==> config.mk <==
export PLATFORM = sky130hd
export DESIGN_NAME = midi_control_change_parser_core
export DESIGN_NICKNAME = d
export VERILOG_FILES = /design/src/design/mccp_pkg.sv /design/src/design/midi_control_change_parser_core.sv
export SDC_FILE = /design/constraint.sdc
export NUM_CORES = 1
export LEC_CHECK = 0
export BUFFER_PORTS_ARGS = -buffer_cell sky130_fd_sc_hd__buf_4
export CORE_MARGIN = 2
export CORE_UTILIZATION = 40
export CTS_CLUSTER_DIAMETER = 200
export DETAILED_ROUTE_END_ITERATION = 8
export GPL_TIMING_DRIVEN = 0
export PLACE_DENSITY = 0.68
export SLEW_MARGIN = 20
export SYNTH_ARGS = -nofsm -noshare
export SYNTH_HDL_FRONTEND = slang
export SYNTH_SLANG_ARGS = --single-unit
==> constraint.sdc <==
create_clock -name clock -period 8.84 [get_ports clock]
set_input_delay 2.21 -clock clock [delete_from_list [all_inputs] [get_ports clock]]
set_output_delay 2.21 -clock clock [all_outputs]
set_load 0.02 [all_outputs]
==> src/design/mccp_pkg.sv <==
// Package with the byte codes and parser state type of the MIDI control change parser.
`timescale 1ns / 1ps

package mccp_pkg;

   // Widths of the item fields.
   localparam int unsigned BYTE_W       = 8;
   localparam int unsigned CHANNEL_W    = 4;
   localparam int unsigned CONTROLLER_W = 7;
   localparam int unsigned VALUE_W      = 7;

   // Byte codes on the MIDI link.
   localparam logic [BYTE_W-1:0] SYSEX_START = 8'hF0;
   localparam logic [BYTE_W-1:0] SYSEX_END   = 8'hF7;
   localparam logic [BYTE_W-1:0] REALTIME_LO = 8'hF8;
   localparam logic [BYTE_W-1:0] SYSTEM_LO   = 8'hF0;

   // High nibble of a control change status byte.
   localparam logic [3:0] CC_STATUS_HI = 4'hB;

   // Parser state, one-hot.
   typedef enum logic [2:0] {
      PS_IGNORE = 3'b001,
      PS_CTRL   = 3'b010,
      PS_VALUE  = 3'b100
   } parse_state_type;

endpackage

==> src/design/midi_control_change_parser_core.sv <==
// MIDI control change parser with running status, system exclusive skip and realtime pass-over.
`timescale 1ns / 1ps

//  Channel   Direction  Ports                                           Meaning
//  req       in         req_valid, req_stall, req_rx_byte               one received MIDI byte
//  rsp       out        rsp_valid, rsp_stall, rsp_channel,              one completed control
//                       rsp_controller, rsp_cc_value                    change message
//
//  A byte is captured in the input register and decoded by the parser from there into the
//  result register, so one item per clock is sustained while the result is not stalled.
//  The parse state is updated for each byte as it is decoded, which sets that rate.
//  Reset is synchronous and active high; it clears the parse state and both valid flags.
//  A stalled result holds in the result register; the input register keeps taking bytes
//  until it is full too, and only then is req_stall raised.

module midi_control_change_parser_core (
   input  logic                                 clock,
   input  logic                                 reset,
   input  logic                                 req_valid,
   output logic                                 req_stall,
   input  logic [mccp_pkg::BYTE_W-1:0]          req_rx_byte,
   output logic                                 rsp_valid,
   input  logic                                 rsp_stall,
   output logic [mccp_pkg::CHANNEL_W-1:0]       rsp_channel,
   output logic [mccp_pkg::CONTROLLER_W-1:0]    rsp_controller,
   output logic [mccp_pkg::VALUE_W-1:0]         rsp_cc_value
);

   // Input register.
   logic                                 s1_valid_ff, s1_valid_in;
   logic [mccp_pkg::BYTE_W-1:0]          s1_byte_ff;

   // Parser state.
   logic                                 in_sysex_ff, in_sysex_in;
   mccp_pkg::parse_state_type            parse_state_ff, parse_state_in;
   logic [mccp_pkg::CHANNEL_W-1:0]       cur_channel_ff, cur_channel_in;
   logic [mccp_pkg::CONTROLLER_W-1:0]    held_controller_ff, held_controller_in;

   // Result register.
   logic                                 rsp_valid_ff, rsp_valid_in;
   logic [mccp_pkg::CHANNEL_W-1:0]       rsp_channel_ff;
   logic [mccp_pkg::CONTROLLER_W-1:0]    rsp_controller_ff;
   logic [mccp_pkg::VALUE_W-1:0]         rsp_cc_value_ff;

   logic advance;
   logic req_accept;
   logic emit;
   logic is_realtime, is_system, is_status;

   // The held byte moves on whenever the result register is free or being emptied.
   // This never creates a false drop: a byte that yields no result needs no room,
   // but keeping the rule uniform keeps the stall path short.
   assign advance    = s1_valid_ff && (!rsp_valid_ff || !rsp_stall);
   assign req_stall  = s1_valid_ff && !advance;
   assign req_accept = req_valid && !req_stall;

   assign s1_valid_in = req_accept ? 1'b1 : (advance ? 1'b0 : s1_valid_ff);

   // Byte classes.
   assign is_realtime = (s1_byte_ff >= mccp_pkg::REALTIME_LO);
   assign is_system   = (s1_byte_ff >= mccp_pkg::SYSTEM_LO) && !is_realtime;
   assign is_status   = s1_byte_ff[mccp_pkg::BYTE_W-1];

   // Parser update for the byte in the input register.
   always_comb begin
      in_sysex_in        = in_sysex_ff;
      parse_state_in     = parse_state_ff;
      cur_channel_in     = cur_channel_ff;
      held_controller_in = held_controller_ff;
      emit               = 1'b0;
      if (advance) begin
         if (in_sysex_ff) begin
            // Everything inside a system exclusive message is skipped until its end byte.
            if (s1_byte_ff == mccp_pkg::SYSEX_END) begin
               in_sysex_in = 1'b0;
            end
         end else if (is_realtime) begin
            // Realtime bytes may arrive anywhere and leave the parse untouched.
         end else if (is_system) begin
            // System common bytes cancel running status; a start byte opens sysex.
            if (s1_byte_ff == mccp_pkg::SYSEX_START) begin
               in_sysex_in = 1'b1;
            end
            parse_state_in = mccp_pkg::PS_IGNORE;
         end else if (is_status) begin
            cur_channel_in = s1_byte_ff[mccp_pkg::CHANNEL_W-1:0];
            parse_state_in = (s1_byte_ff[mccp_pkg::BYTE_W-1:mccp_pkg::CHANNEL_W]
                              == mccp_pkg::CC_STATUS_HI) ? mccp_pkg::PS_CTRL
                                                         : mccp_pkg::PS_IGNORE;
         end else begin
            case (parse_state_ff)
               mccp_pkg::PS_CTRL: begin
                  held_controller_in = s1_byte_ff[mccp_pkg::CONTROLLER_W-1:0];
                  parse_state_in     = mccp_pkg::PS_VALUE;
               end
               mccp_pkg::PS_VALUE: begin
                  // Second data byte completes the message; running status returns
                  // to waiting for the next controller byte.
                  parse_state_in = mccp_pkg::PS_CTRL;
                  emit           = 1'b1;
               end
               default: begin
                  // Data without a usable status is dropped.
               end
            endcase
         end
      end
   end

   assign rsp_valid_in = emit ? 1'b1 : (rsp_valid_ff && rsp_stall);

   always_ff @(posedge clock) begin
      if (reset) begin
         s1_valid_ff        <= 1'b0;
         in_sysex_ff        <= 1'b0;
         parse_state_ff     <= mccp_pkg::PS_IGNORE;
         cur_channel_ff     <= '0;
         held_controller_ff <= '0;
         rsp_valid_ff       <= 1'b0;
      end else begin
         s1_valid_ff        <= s1_valid_in;
         in_sysex_ff        <= in_sysex_in;
         parse_state_ff     <= parse_state_in;
         cur_channel_ff     <= cur_channel_in;
         held_controller_ff <= held_controller_in;
         rsp_valid_ff       <= rsp_valid_in;
      end
   end

   // Payload registers carry no reset.
   always_ff @(posedge clock) begin
      if (req_accept) begin
         s1_byte_ff <= req_rx_byte;
      end
      if (emit) begin
         rsp_channel_ff    <= cur_channel_ff;
         rsp_controller_ff <= held_controller_ff;
         rsp_cc_value_ff   <= s1_byte_ff[mccp_pkg::VALUE_W-1:0];
      end
   end

   assign rsp_valid      = rsp_valid_ff;
   assign rsp_channel    = rsp_channel_ff;
   assign rsp_controller = rsp_controller_ff;
   assign rsp_cc_value   = rsp_cc_value_ff;

   // While inside sysex no running status may survive.
   a_sysex_ignores : assert property (@(posedge clock) disable iff (reset)
      in_sysex_ff |-> (parse_state_ff == mccp_pkg::PS_IGNORE))
      else $error("running status kept inside system exclusive");

   // A new result always leaves the parser waiting for the next controller byte.
   a_emit_state : assert property (@(posedge clock) disable iff (reset)
      emit |=> (parse_state_ff == mccp_pkg::PS_CTRL))
      else $error("parse state wrong after a completed control change");

   // The input side only stalls while a byte is held and cannot move on.
   a_stall_cause : assert property (@(posedge clock) disable iff (reset)
      req_stall |-> (s1_valid_ff && rsp_valid_ff && rsp_stall))
      else $error("input stalled without a blocked result");

   // A result is only produced when the result register has room.
   a_no_overwrite : assert property (@(posedge clock) disable iff (reset)
      emit |-> (!rsp_valid_ff || !rsp_stall))
      else $error("waiting result overwritten");

endmodule
; After elaboration in Yosys (flattened, before gate mapping)
; Cells that the tools add are included.
[totals]
reg_bits = 43
output_inout_bits = 20
elab_cells = 55
[classes]
magnitude_cmp = 2
eq_ne = 5
mux = 18
bitwise = 4
n_reduce_logical = 16
[op_table]
columns = operator, n
row1 = "equality test 8 bit, second input constant", 2
row2 = ">= comparator 8 bit, second input constant", 2
row3 = 2-to-1 mux 1 bit, 14
row4 = 2-to-1 mux 3 bit, 2
row5 = case mux 3 bit (2 select lines), 1
row6 = AND reduction 6 bit, 1
row7 = logical AND 1 bit, 5
row8 = zero test 1 bit, 5
row9 = AND reduction 5 bit, 1
row10 = "equality test 4 bit, second input constant", 1
row11 = NOT 1 bit, 4
row12 = AND reduction 4 bit, 1
row13 = nonzero test 4 bit, 1
row14 = "equality test 3 x 2 -> 1 bit, second input constant", 1
row15 = "equality test 3 bit, second input constant", 1
row16 = 2-to-1 mux 2 bit, 1
row17 = nonzero test 2 bit, 1
row18 = logical OR 1 bit, 1

; Logic depth before layout (Yosys ltp)
[logic_depth]
word_depth = 8
ltp_mapped = 5

; Worst setup path before layout
; Ideal clock, no wire load.
[synth_timing]
kind = in2reg
start = input rsp_stall
end = register rsp_cc_value_ff (netlist bit rsp_cc_value[0]), enable pin
setup_time_ns = 0.449
t_arrival_ns = 4.465
setup_slack_ns = 3.925
stages = 2
path_buffers = 0
path_cell_list = a21bo_2 -> nor4b_1
[synth_via]
elab_chain_len = 4
[synth_rtl]
columns = element, line_no
row1 = from (decl), midi_control_change_parser_core.sv:23  ; input logic rsp_stall,
row2 = zero test 1 bit, midi_control_change_parser_core.sv:53  ; assign advance = s1_valid_ff && (!rsp_valid_ff || !rsp_stall);
row3 = logical OR 1 bit, midi_control_change_parser_core.sv:53
row4 = logical AND 1 bit, midi_control_change_parser_core.sv:53
row5 = 2-to-1 mux 1 bit, midi_control_change_parser_core.sv:71  ; if (advance) begin
row6 = net emit, midi_control_change_parser_core.sv:47  ; logic emit;
row7 = to (signal assigned), midi_control_change_parser_core.sv:138  ; rsp_cc_value_ff <= s1_byte_ff[mccp_pkg::VALUE_W-1:0];
row8 = to (decl), midi_control_change_parser_core.sv:43  ; logic [mccp_pkg::VALUE_W-1:0] rsp_cc_value_ff;
; The timed path passes the listed nets, and every way through them passes these cells.
; A chain may end at the register's enable or synchronous reset.

; Worst setup path in the final report
[layout_timing]
start = input rsp_stall
end = output req_stall
[layout_via]
elab_chain_len = 5
[layout_rtl]
columns = element, line_no
row1 = zero test 1 bit, midi_control_change_parser_core.sv:53
row2 = logical OR 1 bit, midi_control_change_parser_core.sv:53
row3 = logical AND 1 bit, midi_control_change_parser_core.sv:53
row4 = zero test 1 bit, midi_control_change_parser_core.sv:54  ; assign req_stall = s1_valid_ff && !advance;
row5 = logical AND 1 bit, midi_control_change_parser_core.sv:54
row6 = to (decl), midi_control_change_parser_core.sv:20  ; output logic req_stall,
; No other way between the ends.

==> run_results.csv <==
group,metric,value,unit
run_status,outcome,"complete, no violations",
drt,route.detailed.drc,0,
logic_synthesis,avgSynthCellArea,14.8,sq um
global_route,grt_use_met2,0.210,
clock_tree,post-cts-setup-buffer-count,0,
timing,tightest_slew,0.699,ns
logic_synthesis,synth_seq_cells,43,
floorplanning,rows,22,
timing,hold_violations,0,
timing,fin_crit,4.88,ns
logic_synthesis,synthCells,103,
power,internal-power,306,uW
worst_setup_path,timing.rr.end,"rsp_controller[1]",
power,max-vdd-ir-drop,153,uV
logic_synthesis,syn_area,1530,sq um
global_route,antenna_found_initial,0,
logic_synthesis,syn_nets,115,
finish,final_util,0.529,
clock_tree,cts.repair.resized,0,
place,place_area,1830,sq um
finish,final_area,1940,sq um
finish,drive_gt1_frac,0.308,
worst_setup_path,crit_end,"req_stall",
global_route,grt_pass1_vias,894,
logic_synthesis,yosysUniqueCellTypes,26,
worst_setup_path,critical_path_class,"in2out",
finish,area_growth,27.0,%
timing,setup_viol,0,
timing,slew_headroom,0.533,
worst_setup_path,crit_chain,"buf_4 -> and3_1 -> buf_4",
worst_setup_path,critPathLaunchType,"primary input",
floorplanning,die_h,65.8,um
timing,min_period_over_period,0.552,
floorplanning,core_area,3660,sq um
worst_setup_path,worstPathRequired,6.63,ns
clock_tree,cts_inserted_buffers,5,
finish,final_common_cell,"buf_4",
finish,final_net_count,154,
timing,clock_skew,0.00331,ns
power,p_comb_frac,0.034,
drt,drt_pass1_iterations,4,
worst_setup_path,crit_start,"rsp_stall",
logic_synthesis,yosysWarnings,0,
power,power.static_leakage,0.000732,uW
finish,final_cell_mix,"31 x buf_4, 26 x edfxtp_1, 17 x nor2_1, 17 x dfxtp_1, 13 x mux2i_1",
drt,wl_per_cell,12.5,um
worst_setup_path,end_kind,"primary output",
floorplanning,ios,32,
finish,antennaDiodeCount,0,
global_route,grt_max_degree,14,
place,port_buffers,30,
hold_path,hp-class,"reg2reg",
flow_run,maxCapViolCount,0,
logic_synthesis,yosysTopAreaCellShare,0.511,
global_route,grt_overflow,0,
worst_setup_path,r2r_cells,4,
drt,ant_nets,0,
place,gp_congestion,0.718,
timing,worst_slack,3.96,ns
power,power.density,195,nW/um^2
drt,vias,899,
clock_tree,cts.reportedPaths.clkPinSlew,0.07,ns
clock_tree,cts_num_sinks,43,
power,p_sw,71.8,uW
timing,finalSetupTns,0,ns
worst_setup_path,r2r_setup_slack,6.67,ns
worst_setup_path,slowest_stage,"and3_1",
floorplanning,die_w,65.8,um
logic_synthesis,ys_seq_area_frac,0.734,
place,pre_cts_ws,3.96,ns
logic_synthesis,synth.top_cells.by_area,"edfxtp_1 51%, dfxtp_1 22%, mux2i_1 8.5%",
drt,dr.first_iter.drc_count,32,
worst_setup_path,timing.rr.start,"parse_state_ff[2]",
clock_tree,root_buffer,"clkbuf_8",
place,dpl.hpwl,1780,um
timing,max_freq,205,MHz
global_route,grt_pass1_wl,4110,um
clock_tree,htreeDepth,2,
worst_setup_path,arrival,2.67,ns
timing,rsz0062_at_grt,"no",
clock_tree,holdBufCountCts,0,
power,power_frac_seq,0.586,
drt,finalWirelength,2380,um
clock_tree,cts_buffer_depth,2,
worst_setup_path,path_max_fanout,3,
timing,slew_viol_final,0,
global_route,grt.total_usage,0.131,
floorplanning,dieArea,4330,sq um
worst_setup_path,crit_top_cell,"buf_4",
global_route,grt_use_met3,0.0511,
floorplanning,start_util,0.417,
power,pwr-share-clk,0.380,
worst_setup_path,crit_path_max_incr_delay,0.18,ns
global_route,grt_util_met1,0.157,
logic_synthesis,synth_top_cell_by_area,"edfxtp_1",
clock_tree,cts_tree,"yes",
drt,vias_per_cell,4.71,
global_route,grt-busiest-layer,"met2",
power,p_sw_frac,0.190,
clock_tree,insertion_delay,0.29,ns
## cell type report
class | count | area, sq um
multi-input combinational | 55 | 392
sequential | 43 | 1120
inverter | 1 | 3.75
fill | 310 | 1720
buffer | 4 | 16.3
clock inverter | 3 | 38.8
clock buffer | 5 | 68.8
timing repair buffer | 32 | 238
tap | 48 | 60.1
## registers in the layout (all words and copies together) (netlist names)
signal / count
s1_byte_ff: 8
held_controller_ff: 7
rsp_cc_value: 7
rsp_controller: 7
cur_channel_ff: 4
rsp_channel: 4
parse_state_ff: 3
in_sysex_ff: 1
rsp_valid: 1
s1_valid_ff: 1
## Yosys cell counts
| cell | number |
|---|---|
| a21oi_1 | 3 |
| a31oi_1 | 1 |
| nor3b_1 | 2 |
| a41o_1 | 1 |
| nor2_1 | 17 |
| or2b_1 | 1 |
| nand3b_1 | 1 |
| nor4_4 | 1 |
| nor3_1 | 2 |
| a21bo_2 | 1 |
| edfxtp_1 | 26 |
| clkbuf_2 | 1 |
| mux2i_1 | 13 |
| a211oi_1 | 1 |
| clkbuf_1 | 3 |
| inv_1 | 1 |
| or3b_1 | 1 |
| dfxtp_1 | 17 |
| and3_1 | 2 |
| or4b_2 | 1 |
| nor4b_1 | 1 |
| o21ai_0 | 2 |
| o21a_1 | 1 |
| and4_1 | 1 |
| xnor2_1 | 1 |
| nor2b_1 | 1 |
## worst max-delay path: cells and delay by family
kind | cells | cell delay (ns)
buf+inv | 2 | 0.28
simple gates | 1 | 0.18
## per-layer routing
layer,vias to the layer above,share of wire
met4,0,0.016
li1,453,-
met3,6,0.076
met1,411,0.41
met5,-,0
met2,29,0.50
## power groups by stage
stage / clock network, uW / logic [uW] / registers, uW
4_1_cts: 146 / 13.2 / 221
2_1_floorplan: 0 / 7.98 / 224
3_5_place_dp: 0 / 13.1 / 226
5_1_grt: 157 / 14.5 / 222
6_report: 144 / 13.0 / 221
3_3_place_gp: 0 / 12.4 / 225
## cell families (layout without fill, tap and decap cells)
family	count (synthesis)	count (layout)	synth area share
buffers and inverters	5	45	0.0131
multiplexers	13	13	0.0852
XOR/XNOR	1	1	0.00574
AND/OR/NAND/NOR	31	31	0.118
AO/OA/AOI/OAI	10	10	0.0434
flip-flops	43	43	0.734
## how the worst min path moves through the flow
| stage | endpoint | from | cells past startpoint |
|---|---|---|---|
| detailed placement | rsp_controller[2] | held_controller_ff[2] | 0 |
| global route | rsp_controller[2] | held_controller_ff[2] | 0 |
| global placement | rsp_controller[4] | held_controller_ff[4] | 0 |
| finish | rsp_controller[2] | held_controller_ff[2] | 0 |
| CTS | rsp_controller[3] | held_controller_ff[3] | 0 |
| floorplan | rsp_controller[0] | held_controller_ff[0] | 0 |
## through the flow
step           total power, uW  hold slack (ns)  std cells
3_3_place_gp               238            0.416        181
4_1_cts                    380            0.439        191
6_report                   378            0.440        191
3_5_place_dp               239            0.419        183
2_1_floorplan              232            0.408        103
5_1_grt                    393            0.452        191
No activity file was read; power rests on OpenSTA's default activity.
